==> src/rtl/tst_pkg.sv <==
// shared types and constants of the tunnel session table
package tst_pkg;

    localparam int OWNER_W = 7;

    localparam logic [2:0] OP_ASSIGN    = 3'd0;
    localparam logic [2:0] OP_KEEPALIVE = 3'd1;
    localparam logic [2:0] OP_RELEASE   = 3'd2;
    localparam logic [2:0] OP_ROUTE     = 3'd3;
    localparam logic [2:0] OP_TICK      = 3'd4;

    localparam logic [2:0] KIND_ASSIGN    = 3'd0;
    localparam logic [2:0] KIND_KEEPALIVE = 3'd1;
    localparam logic [2:0] KIND_RELEASE   = 3'd2;
    localparam logic [2:0] KIND_ROUTE     = 3'd3;
    localparam logic [2:0] KIND_EVENT     = 3'd4;
    localparam logic [2:0] KIND_TICK_DONE = 3'd5;

    localparam logic [1:0] STAT_OK        = 2'd0;
    localparam logic [1:0] STAT_POOL_FULL = 2'd1;
    localparam logic [1:0] STAT_NOT_FOUND = 2'd2;
    localparam logic [1:0] STAT_BOUND     = 2'd3;

    localparam logic [1:0] CFG_SUBNET_PREFIX    = 2'd0;
    localparam logic [1:0] CFG_KEEPALIVE_PERIOD = 2'd1;
    localparam logic [1:0] CFG_IDLE_LIMIT       = 2'd2;

    localparam logic [23:0] SUBNET_PREFIX_RESET    = 24'd854016;
    localparam logic [7:0]  KEEPALIVE_PERIOD_RESET = 8'd20;
    localparam logic [7:0]  IDLE_LIMIT_RESET       = 8'd60;

    localparam int         FIRST_SLOT = 2;
    localparam logic [5:0] MAX_EVENTS = 6'd62;

    typedef struct packed {
        logic [OWNER_W-1:0] owner;
        logic [7:0]         countdown;
        logic [7:0]         idle_age;
    } slot_ent_t;

    typedef enum logic [3:0] {
        ST_IDLE,
        ST_HREAD,
        ST_VERIFY,
        ST_SCAN,
        ST_ROUTE,
        ST_TK_SCAN,
        ST_TK_MOD,
        ST_TK_DONE
    } state_t;

endpackage

==> src/rtl/tst_ram.sv <==
// generic simple dual port ram with registered read
module tst_ram #(
    parameter int WIDTH = 8,
    parameter int DEPTH = 64
) (
    input  logic                     aclk,
    input  logic                     wr_en,
    input  logic [$clog2(DEPTH)-1:0] wr_addr,
    input  logic [WIDTH-1:0]         wr_data,
    input  logic                     rd_en,
    input  logic [$clog2(DEPTH)-1:0] rd_addr,
    output logic [WIDTH-1:0]         rd_data
);

    logic [WIDTH-1:0] mem [DEPTH];

    always_ff @(posedge aclk) begin
        if (wr_en) begin
            mem[wr_addr] <= wr_data;
        end
        if (rd_en) begin
            rd_data <= mem[rd_addr];
        end
    end

endmodule

==> src/rtl/tunnel_session_table.sv <==
// tunnel session table: session slots, handle lookup, routing and keepalive ageing
//
// One op per transaction on the s_ channel (op, handle, dest_addr). Results leave on
// the m_ channel, one transaction each, m_last marking the final result of an op.
// Configuration registers are written over cfg_valid/cfg_index/cfg_data, always ready;
// write them only while the table is idle, which the block itself does not enforce.
// Sequence of each op, behind the registered reads of the slot and handle rams:
//   route: ST_ROUTE; keepalive, release, rejected assign: ST_HREAD, ST_VERIFY;
//   assign: ST_HREAD, ST_VERIFY, then ST_SCAN over occupied slots from slot 2 up;
//   tick: ST_TK_SCAN per slot, ST_TK_MOD per live slot, then the tick-done result.
// One op is in flight at a time; s_ready rises again once the last result sits in
// the output register, so the next op is taken while that result waits.
// A stalled m_ready holds the output register and the sequencer waits on it.
// Reset clears the live and bound bits and loads the register defaults; no clearing
// pass runs, the table is usable in the cycle after reset. Slot ram contents are only
// trusted behind a live bit, handle ram contents only behind a bound bit.
module tunnel_session_table #(
    parameter int POOL_SLOTS   = 64,
    parameter int HANDLE_COUNT = 128
) (
    input  logic        aclk,
    input  logic        aresetn,

    input  logic        cfg_valid,
    output logic        cfg_ready,
    input  logic [1:0]  cfg_index,
    input  logic [23:0] cfg_data,

    input  logic        s_valid,
    output logic        s_ready,
    input  logic [2:0]  s_op,
    input  logic [6:0]  s_handle,
    input  logic [31:0] s_dest_addr,

    output logic        m_valid,
    input  logic        m_ready,
    output logic [2:0]  m_kind,
    output logic [1:0]  m_status,
    output logic [6:0]  m_handle_out,
    output logic [5:0]  m_host,
    output logic        m_send_keepalive,
    output logic        m_timed_out,
    output logic        m_last
);

    localparam int SW = $clog2(POOL_SLOTS);
    localparam int HW = $clog2(HANDLE_COUNT);
    localparam logic [SW-1:0] LAST_SLOT  = SW'(POOL_SLOTS - 1);
    localparam logic [SW-1:0] FIRST_SLOT = SW'(tst_pkg::FIRST_SLOT);

    tst_pkg::state_t state_reg, state_next;

    logic [2:0]              op_reg, op_next;
    logic [6:0]              h_reg, h_next;
    logic                    hok_reg, hok_next;
    logic                    match_reg, match_next;
    logic [SW-1:0]           slot_reg, slot_next;
    logic [SW-1:0]           idx_reg, idx_next;
    logic [5:0]              evcnt_reg, evcnt_next;
    logic [POOL_SLOTS-1:0]   live_reg;
    logic [HANDLE_COUNT-1:0] hbound_reg;
    logic [23:0]             subnet_reg;
    logic [7:0]              period_reg;
    logic [7:0]              limit_reg;

    logic        out_valid_reg;
    logic [2:0]  kind_reg;
    logic [1:0]  status_reg;
    logic [6:0]  handle_out_reg;
    logic [5:0]  host_reg;
    logic        ka_reg;
    logic        to_reg;
    logic        last_reg;

    logic        emit;
    logic [2:0]  e_kind;
    logic [1:0]  e_status;
    logic [6:0]  e_handle;
    logic [5:0]  e_host;
    logic        e_ka;
    logic        e_to;
    logic        e_last;

    logic                live_wr_en;
    logic                live_wr_val;
    logic [SW-1:0]       live_wr_idx;

    logic                hb_wr_en;
    logic                hb_wr_val;
    logic [HW-1:0]       hb_wr_idx;

    logic                slot_wr_en;
    logic [SW-1:0]       slot_wr_addr;
    tst_pkg::slot_ent_t  slot_wr_data;
    logic                slot_rd_en;
    logic [SW-1:0]       slot_rd_addr;
    tst_pkg::slot_ent_t  ent;

    logic                hnd_wr_en;
    logic                hnd_rd_en;
    logic [HW-1:0]       hnd_rd_addr;
    logic [SW-1:0]       hnd_rd_data;

    logic        out_free;
    logic        accept;
    logic        hok_in;
    logic        bound;
    logic        idx_last;
    logic [7:0]  cd_dec;
    logic        tk_ka;
    logic [7:0]  cd_new;
    logic [7:0]  age_inc;
    logic        tk_to;
    logic        report;

    tst_ram #(
        .WIDTH ($bits(tst_pkg::slot_ent_t)),
        .DEPTH (POOL_SLOTS)
    ) u_slot_ram (
        .aclk    (aclk),
        .wr_en   (slot_wr_en),
        .wr_addr (slot_wr_addr),
        .wr_data (slot_wr_data),
        .rd_en   (slot_rd_en),
        .rd_addr (slot_rd_addr),
        .rd_data (ent)
    );

    tst_ram #(
        .WIDTH (SW),
        .DEPTH (HANDLE_COUNT)
    ) u_handle_ram (
        .aclk    (aclk),
        .wr_en   (hnd_wr_en),
        .wr_addr (HW'(h_reg)),
        .wr_data (idx_reg),
        .rd_en   (hnd_rd_en),
        .rd_addr (hnd_rd_addr),
        .rd_data (hnd_rd_data)
    );

    assign cfg_ready = 1'b1;
    assign s_ready   = (state_reg == tst_pkg::ST_IDLE);
    assign accept    = s_valid && s_ready;
    assign out_free  = !out_valid_reg || m_ready;
    assign hok_in    = 32'(s_handle) < HANDLE_COUNT;
    assign bound     = hok_reg && hbound_reg[HW'(h_reg)];
    assign idx_last  = (idx_reg == LAST_SLOT);

    assign cd_dec  = ent.countdown - 8'd1;
    assign tk_ka   = (cd_dec == 8'd0);
    assign cd_new  = tk_ka ? period_reg : cd_dec;
    assign age_inc = (ent.idle_age == 8'hFF) ? 8'hFF : ent.idle_age + 8'd1;
    assign tk_to   = (age_inc > limit_reg);
    assign report  = (tk_ka || tk_to) && (evcnt_reg < tst_pkg::MAX_EVENTS);

    assign hnd_rd_en   = accept;
    assign hnd_rd_addr = HW'(s_handle);

    // next state
    always_comb begin
        state_next = state_reg;
        case (state_reg)
            tst_pkg::ST_IDLE: begin
                if (s_valid) begin
                    if (s_op inside {tst_pkg::OP_ASSIGN, tst_pkg::OP_KEEPALIVE,
                                     tst_pkg::OP_RELEASE}) begin
                        state_next = tst_pkg::ST_HREAD;
                    end else if (s_op == tst_pkg::OP_ROUTE) begin
                        state_next = tst_pkg::ST_ROUTE;
                    end else if (s_op == tst_pkg::OP_TICK) begin
                        state_next = tst_pkg::ST_TK_SCAN;
                    end
                end
            end
            tst_pkg::ST_HREAD: begin
                state_next = tst_pkg::ST_VERIFY;
            end
            tst_pkg::ST_VERIFY: begin
                if (op_reg == tst_pkg::OP_ASSIGN && hok_reg && !bound) begin
                    state_next = tst_pkg::ST_SCAN;
                end else if (out_free) begin
                    state_next = tst_pkg::ST_IDLE;
                end
            end
            tst_pkg::ST_SCAN: begin
                if (out_free && (!live_reg[idx_reg] || idx_last)) begin
                    state_next = tst_pkg::ST_IDLE;
                end
            end
            tst_pkg::ST_ROUTE: begin
                if (out_free) begin
                    state_next = tst_pkg::ST_IDLE;
                end
            end
            tst_pkg::ST_TK_SCAN: begin
                if (live_reg[idx_reg]) begin
                    state_next = tst_pkg::ST_TK_MOD;
                end else if (idx_last) begin
                    state_next = tst_pkg::ST_TK_DONE;
                end
            end
            tst_pkg::ST_TK_MOD: begin
                if (!report || out_free) begin
                    state_next = idx_last ? tst_pkg::ST_TK_DONE : tst_pkg::ST_TK_SCAN;
                end
            end
            tst_pkg::ST_TK_DONE: begin
                if (out_free) begin
                    state_next = tst_pkg::ST_IDLE;
                end
            end
            default: begin
                state_next = tst_pkg::ST_IDLE;
            end
        endcase
    end

    // datapath control and results
    always_comb begin
        op_next      = op_reg;
        h_next       = h_reg;
        hok_next     = hok_reg;
        match_next   = match_reg;
        slot_next    = slot_reg;
        idx_next     = idx_reg;
        evcnt_next   = evcnt_reg;

        emit         = 1'b0;
        e_kind       = op_reg;
        e_status     = tst_pkg::STAT_OK;
        e_handle     = h_reg;
        e_host       = 6'd0;
        e_ka         = 1'b0;
        e_to         = 1'b0;
        e_last       = 1'b1;

        live_wr_en   = 1'b0;
        live_wr_val  = 1'b0;
        live_wr_idx  = idx_reg;

        hb_wr_en     = 1'b0;
        hb_wr_val    = 1'b0;
        hb_wr_idx    = HW'(h_reg);

        slot_wr_en   = 1'b0;
        slot_wr_addr = idx_reg;
        slot_wr_data = ent;
        slot_rd_en   = 1'b0;
        slot_rd_addr = idx_reg;
        hnd_wr_en    = 1'b0;

        case (state_reg)
            tst_pkg::ST_IDLE: begin
                if (accept) begin
                    op_next      = s_op;
                    h_next       = s_handle;
                    hok_next     = hok_in;
                    match_next   = (s_dest_addr[31:8] == subnet_reg) &&
                                   ({1'b0, s_dest_addr[7:0]} < 9'(POOL_SLOTS));
                    slot_next    = SW'(s_dest_addr[7:0]);
                    idx_next     = '0;
                    evcnt_next   = '0;
                    slot_rd_en   = 1'b1;
                    slot_rd_addr = SW'(s_dest_addr[7:0]);
                end
            end
            tst_pkg::ST_HREAD: begin
                slot_next    = hnd_rd_data;
                slot_rd_en   = 1'b1;
                slot_rd_addr = hnd_rd_data;
            end
            tst_pkg::ST_VERIFY: begin
                case (op_reg)
                    tst_pkg::OP_ASSIGN: begin
                        if (!hok_reg) begin
                            emit     = out_free;
                            e_status = tst_pkg::STAT_NOT_FOUND;
                        end else if (bound) begin
                            emit     = out_free;
                            e_status = tst_pkg::STAT_BOUND;
                            e_host   = 6'(slot_reg);
                        end else begin
                            idx_next = FIRST_SLOT;
                        end
                    end
                    tst_pkg::OP_KEEPALIVE: begin
                        emit = out_free;
                        if (bound) begin
                            e_host                = 6'(slot_reg);
                            slot_wr_en            = out_free;
                            slot_wr_addr          = slot_reg;
                            slot_wr_data.idle_age = 8'd0;
                        end else begin
                            e_status = tst_pkg::STAT_NOT_FOUND;
                        end
                    end
                    tst_pkg::OP_RELEASE: begin
                        emit = out_free;
                        if (bound) begin
                            e_host      = 6'(slot_reg);
                            live_wr_en  = out_free;
                            live_wr_idx = slot_reg;
                            hb_wr_en    = out_free;
                        end else begin
                            e_status = tst_pkg::STAT_NOT_FOUND;
                        end
                    end
                    default: begin
                        emit = 1'b0;
                    end
                endcase
            end
            tst_pkg::ST_SCAN: begin
                e_kind = tst_pkg::KIND_ASSIGN;
                if (!live_reg[idx_reg]) begin
                    emit                   = out_free;
                    e_host                 = 6'(idx_reg);
                    slot_wr_en             = out_free;
                    slot_wr_data.owner     = h_reg;
                    slot_wr_data.countdown = period_reg;
                    slot_wr_data.idle_age  = 8'd0;
                    hnd_wr_en              = out_free;
                    live_wr_en             = out_free;
                    live_wr_val            = 1'b1;
                    hb_wr_en               = out_free;
                    hb_wr_val              = 1'b1;
                end else if (idx_last) begin
                    emit     = out_free;
                    e_status = tst_pkg::STAT_POOL_FULL;
                end else begin
                    idx_next = idx_reg + 1'b1;
                end
            end
            tst_pkg::ST_ROUTE: begin
                emit   = out_free;
                e_kind = tst_pkg::KIND_ROUTE;
                if (match_reg && live_reg[slot_reg]) begin
                    e_handle = ent.owner;
                    e_host   = 6'(slot_reg);
                end else begin
                    e_status = tst_pkg::STAT_NOT_FOUND;
                    e_handle = 7'd0;
                end
            end
            tst_pkg::ST_TK_SCAN: begin
                if (live_reg[idx_reg]) begin
                    slot_rd_en = 1'b1;
                end else if (!idx_last) begin
                    idx_next = idx_reg + 1'b1;
                end
            end
            tst_pkg::ST_TK_MOD: begin
                e_kind   = tst_pkg::KIND_EVENT;
                e_handle = ent.owner;
                e_host   = 6'(idx_reg);
                e_ka     = tk_ka;
                e_to     = tk_to;
                e_last   = 1'b0;
                if (!report || out_free) begin
                    slot_wr_en             = 1'b1;
                    slot_wr_data.countdown = cd_new;
                    slot_wr_data.idle_age  = age_inc;
                    live_wr_en             = tk_to;
                    hb_wr_en               = tk_to;
                    hb_wr_idx              = HW'(ent.owner);
                    emit                   = report;
                    if (report) begin
                        evcnt_next = evcnt_reg + 6'd1;
                    end
                    if (!idx_last) begin
                        idx_next = idx_reg + 1'b1;
                    end
                end
            end
            tst_pkg::ST_TK_DONE: begin
                emit     = out_free;
                e_kind   = tst_pkg::KIND_TICK_DONE;
                e_handle = 7'd0;
            end
            default: begin
                emit = 1'b0;
            end
        endcase
    end

    always_ff @(posedge aclk) begin
        if (!aresetn) begin
            state_reg     <= tst_pkg::ST_IDLE;
            live_reg      <= '0;
            hbound_reg    <= '0;
            out_valid_reg <= 1'b0;
            subnet_reg    <= tst_pkg::SUBNET_PREFIX_RESET;
            period_reg    <= tst_pkg::KEEPALIVE_PERIOD_RESET;
            limit_reg     <= tst_pkg::IDLE_LIMIT_RESET;
        end else begin
            state_reg <= state_next;
            if (live_wr_en) begin
                live_reg[live_wr_idx] <= live_wr_val;
            end
            if (hb_wr_en) begin
                hbound_reg[hb_wr_idx] <= hb_wr_val;
            end
            if (emit) begin
                out_valid_reg <= 1'b1;
            end else if (m_ready) begin
                out_valid_reg <= 1'b0;
            end
            if (cfg_valid) begin
                case (cfg_index)
                    tst_pkg::CFG_SUBNET_PREFIX:    subnet_reg <= cfg_data;
                    tst_pkg::CFG_KEEPALIVE_PERIOD: period_reg <= cfg_data[7:0];
                    tst_pkg::CFG_IDLE_LIMIT:       limit_reg  <= cfg_data[7:0];
                    default: begin
                        subnet_reg <= subnet_reg;
                    end
                endcase
            end
        end
    end

    always_ff @(posedge aclk) begin
        op_reg    <= op_next;
        h_reg     <= h_next;
        hok_reg   <= hok_next;
        match_reg <= match_next;
        slot_reg  <= slot_next;
        idx_reg   <= idx_next;
        evcnt_reg <= evcnt_next;
        if (emit) begin
            kind_reg       <= e_kind;
            status_reg     <= e_status;
            handle_out_reg <= e_handle;
            host_reg       <= e_host;
            ka_reg         <= e_ka;
            to_reg         <= e_to;
            last_reg       <= e_last;
        end
    end

    assign m_valid          = out_valid_reg;
    assign m_kind           = kind_reg;
    assign m_status         = status_reg;
    assign m_handle_out     = handle_out_reg;
    assign m_host           = host_reg;
    assign m_send_keepalive = ka_reg;
    assign m_timed_out      = to_reg;
    assign m_last           = last_reg;

endmodule

==> config.mk <==
export PLATFORM = sky130hd
export DESIGN_NAME = tunnel_session_table
export DESIGN_NICKNAME = d
export VERILOG_FILES = /design/src/rtl/tst_pkg.sv /design/src/rtl/tst_ram.sv /design/src/rtl/tunnel_session_table.sv
export SDC_FILE = /design/constraint.sdc
export NUM_CORES = 2
export LEC_CHECK = 0
export BUFFER_PORTS_ARGS = -buffer_cell sky130_fd_sc_hd__clkbuf_2
export CAP_MARGIN = 10
export CORE_MARGIN = 2
export CORE_UTILIZATION = 60
export CTS_CLUSTER_DIAMETER = 100
export DETAILED_ROUTE_END_ITERATION = 8
export GPL_ROUTABILITY_DRIVEN = 0
export GPL_TIMING_DRIVEN = 1
export PLACE_DENSITY = 0.81
export SLEW_MARGIN = 10
export SYNTH_ARGS = -nofsm -noshare
export SYNTH_HDL_FRONTEND = slang
export SYNTH_SLANG_ARGS = --single-unit
==> constraint.sdc <==
create_clock -name aclk -period 16.9 [get_ports aclk]
set_input_delay 0 -clock aclk [delete_from_list [all_inputs] [get_ports aclk]]
set_output_delay 0 -clock aclk [all_outputs]
set_load 0.05 [all_outputs]
==> impl_metrics.tcl <==
set metrics [dict create \
    outcome "finished with violations" \
    violations "DRC" \
    ant_nets 0 \
    ctsHoldBuffers 132 \
    cap_violations 0 \
    reg2reg_from "state_reg[0]" \
    synth_compound_gate_area_share_pct 9.56 \
    cts_tree "yes" \
    ys_ff_latch 2556 \
    cts_setup_buffers 0 \
    cts_buffer_depth 3 \
    synth_top_area_cell "edfxtp_1" \
    rr_worst_depth 13 \
    r2r_end "u_slot_ram.rd_data[2]" \
    layout_commonest_cell "edfxtp_1" \
    die_y_um 422 \
    largest_reg_flops 1472 \
    period_share_pct 45.6 \
    core_area_um2 174000 \
    whs_ns 0.115 \
    synthMuxAreaShare_pct 7.82 \
    synth_enable_flop_cells 2319 \
    synthCells 7243 \
    clock_latency_ns 0.92 \
    detail_route.wl_per_cell_um 31.0 \
    power_density_nw_per_um2 120 \
    layout.nets 7413 \
    synth_area_um2 105000 \
    max_slew_margin_pct 9.91 \
    hp-class "in2reg" \
    start_kind "register" \
    synth_top_family_by_area "compound AO/OA/AOI/OAI gates" \
    num_vias 69655 \
    fp-row-count 153 \
    drt_iter0_markers 12559 \
    synth.top_cell.area_share_pct 66.3 \
    area_growth_pct 11.2 \
    die_area_um2 178000 \
    drive_gt1_share_pct 13.9 \
    cts.sinks 2556 \
    ios 97 \
    hold_viol 0 \
    cts_buffers 231 \
    dr.pass1.iters 9 \
    endpoint "u_slot_ram.rd_data[2]" \
    r2r_slack_ns 9.19 \
    yosys_warnings 0 \
    cts_htree_levels 4 \
    p_leak_nw 37.4 \
    initial_utilization_pct 60.4 \
    wl_um 306000 \
    grt.total_usage_pct 33.9 \
    cts_root_buffer "clkbuf_16" \
    worstSetupPathType "reg2reg" \
    max_freq_mhz 130 \
    ys_types 76 \
    cp.arrival_ns 8.27 \
    endpoint_kind "register" \
    period_minus_slack_ns 7.71 \
    ys_seq_area_share_pct 70.8 \
    ys_async_sr_fraction_pct 0 \
    place_area_um2 108000 \
    dp_hpwl_um 157000 \
    ys.flop_type "edfxtp_1" \
    synthTopCellsByArea "edfxtp_1, mux4_2, dfxtp_1, nand2_1, a211oi_1" \
    io_buffers 95 \
    finalSetupTns_ns 0 \
    drc 122 \
    skew_ns 0.0659 \
    grt_pass1_wl_um 447000 \
    synthXorXnorAreaFrac_pct 0.317 \
    synthAdderAreaFrac_pct 0.155 \
    rsz0062_at_grt "no" \
    syn_avg_cell_area_um2 14.5 \
    synth-simple-area-share_pct 9.12 \
    critPathRequiredTime_ns 17.47 \
    grt_overflow 0 \
    clkTransAtPathRegs_ns 0.07 \
    die_x_um 422 \
    grt_pass1_vias 68033 \
    grt_max_degree 205 \
    n_fill_cell 10721 \
    stdcell_area_um2 117000 \
    startpoint "state_reg[0]" \
    avgViaCountPerCell 7.07 \
    final_cell_mix "edfxtp_1, nand2_1, a211oi_1, nand3_1, mux4_2" \
    antenna_found_initial 16 \
    drv_slew 0 \
    cts.repair.resized 0 \
    path_max_fanout 88 \
    ir_worst_vdd_v 0.000111 \
    setup_violations 0 \
    worstMarginPinSlew_ns 1.35 \
    syn_nets 7329 \
]
==> worst min-delay path by stage <==
stage	start	slack, ns	cells after the start	end
2_1_floorplan	s_handle[0]	0.1	0	h_reg[0]
3_3_place_gp	s_op[0]	0.21	1	op_reg[0]
3_5_place_dp	s_op[1]	0.21	1	op_reg[1]
4_1_cts	s_dest_addr[3]	0.008	4	slot_reg[3]
5_1_grt	s_handle[5]	0.11	2	h_reg[5]
6_report	s_dest_addr[1]	0.11	4	slot_reg[1]
==> area by class of cell <==
cell class                      count  area [µm²]  share of cell area (%)
Sequential cell                  2556       74400                    63.7
Multi-Input combinational cell   4127       28700                    24.6
Clock buffer                      292        6290                    5.38
Timing Repair Buffer              385        3130                    2.68
Tap cell                         2325        2910                    2.49
Clock inverter                    143        1250                    1.07
Inverter                           26         100                  0.0857
Antenna cell                        1        2.50                 0.00214
==> stage by stage <==
stage          setup slack [ns]  total power [mW]  cells  utilization [%]
5_1_grt                    8.91              14.3   9855             67.2
4_1_cts                    9.62              14.0   9854             67.2
6_report                   9.19              14.1   9855             67.2
3_3_place_gp               9.90              8.77   9287             62.1
3_5_place_dp               9.65              8.82   9287             62.1
2_1_floorplan              9.86              8.25   7243                -
==> kinds of logic after synthesis <==
family	after synthesis
buffers and inverters	560
AO/OA/AOI/OAI	1466
XOR/XNOR	38
adder cells (fa/ha/maj)	13
multiplexers	450
flip-flops	2556
other	2
AND/OR/NAND/NOR	2158
==> power by group <==
| group | switching (mW) | internal (mW) |
|---|---|---|
| clock network | 2.41 | 2.85 |
| logic | 1.21 | 0.442 |
| registers | 0.0662 | 7.08 |
==> cell usage after synthesis (all sizes together) (4+ instances only) <==
library cell and number:
edfxtp 2319, nand2 1156, a211oi 441, clkbuf 416, nand3 350, mux4 293
and2 286, nor2 260, a21oi 254, dfxtp 237, a31oi 191, a311oi 185
o21ai 176, mux2i 125, buf 118, o22ai 50, o31ai 35, o211ai 34
mux2 32, inv 26, xor2 23, a22o 20, nor2b 19, o21a 19
nor3 18, o22a 16, nand2b 15, xnor2 15, ha 13, a21boi 9
a22oi 9, nand3b 8, or3 8, nand4 7, nor4 7, and3 6
a21o 5, nor3b 5, or3b 4
==> layer usage <==
metal	up-vias	share of wire [%]	GRT usage (%)
li1	28194	-	-
met1	33890	32	41.2
met2	5902	47	53.2
met3	1651	12	8.70
met4	18	8.8	24.0
met5	-	0.044	0
==> critical path, stage by stage (launching register included) <==
cell	delay (ns)
dfxtp_1	0.69
nand2b_1	0.29
nor3_1	0.78
a22oi_1	0.32
nand2_4	0.63
buf_4	0.80
buf_4	0.82
buf_4	0.87
buf_4	0.69
a311oi_1	0.19
a211oi_1	0.31
a21oi_1	0.10
a211oi_1	0.54
a21oi_1	0.08
Power figures use the tool's default switching activity.
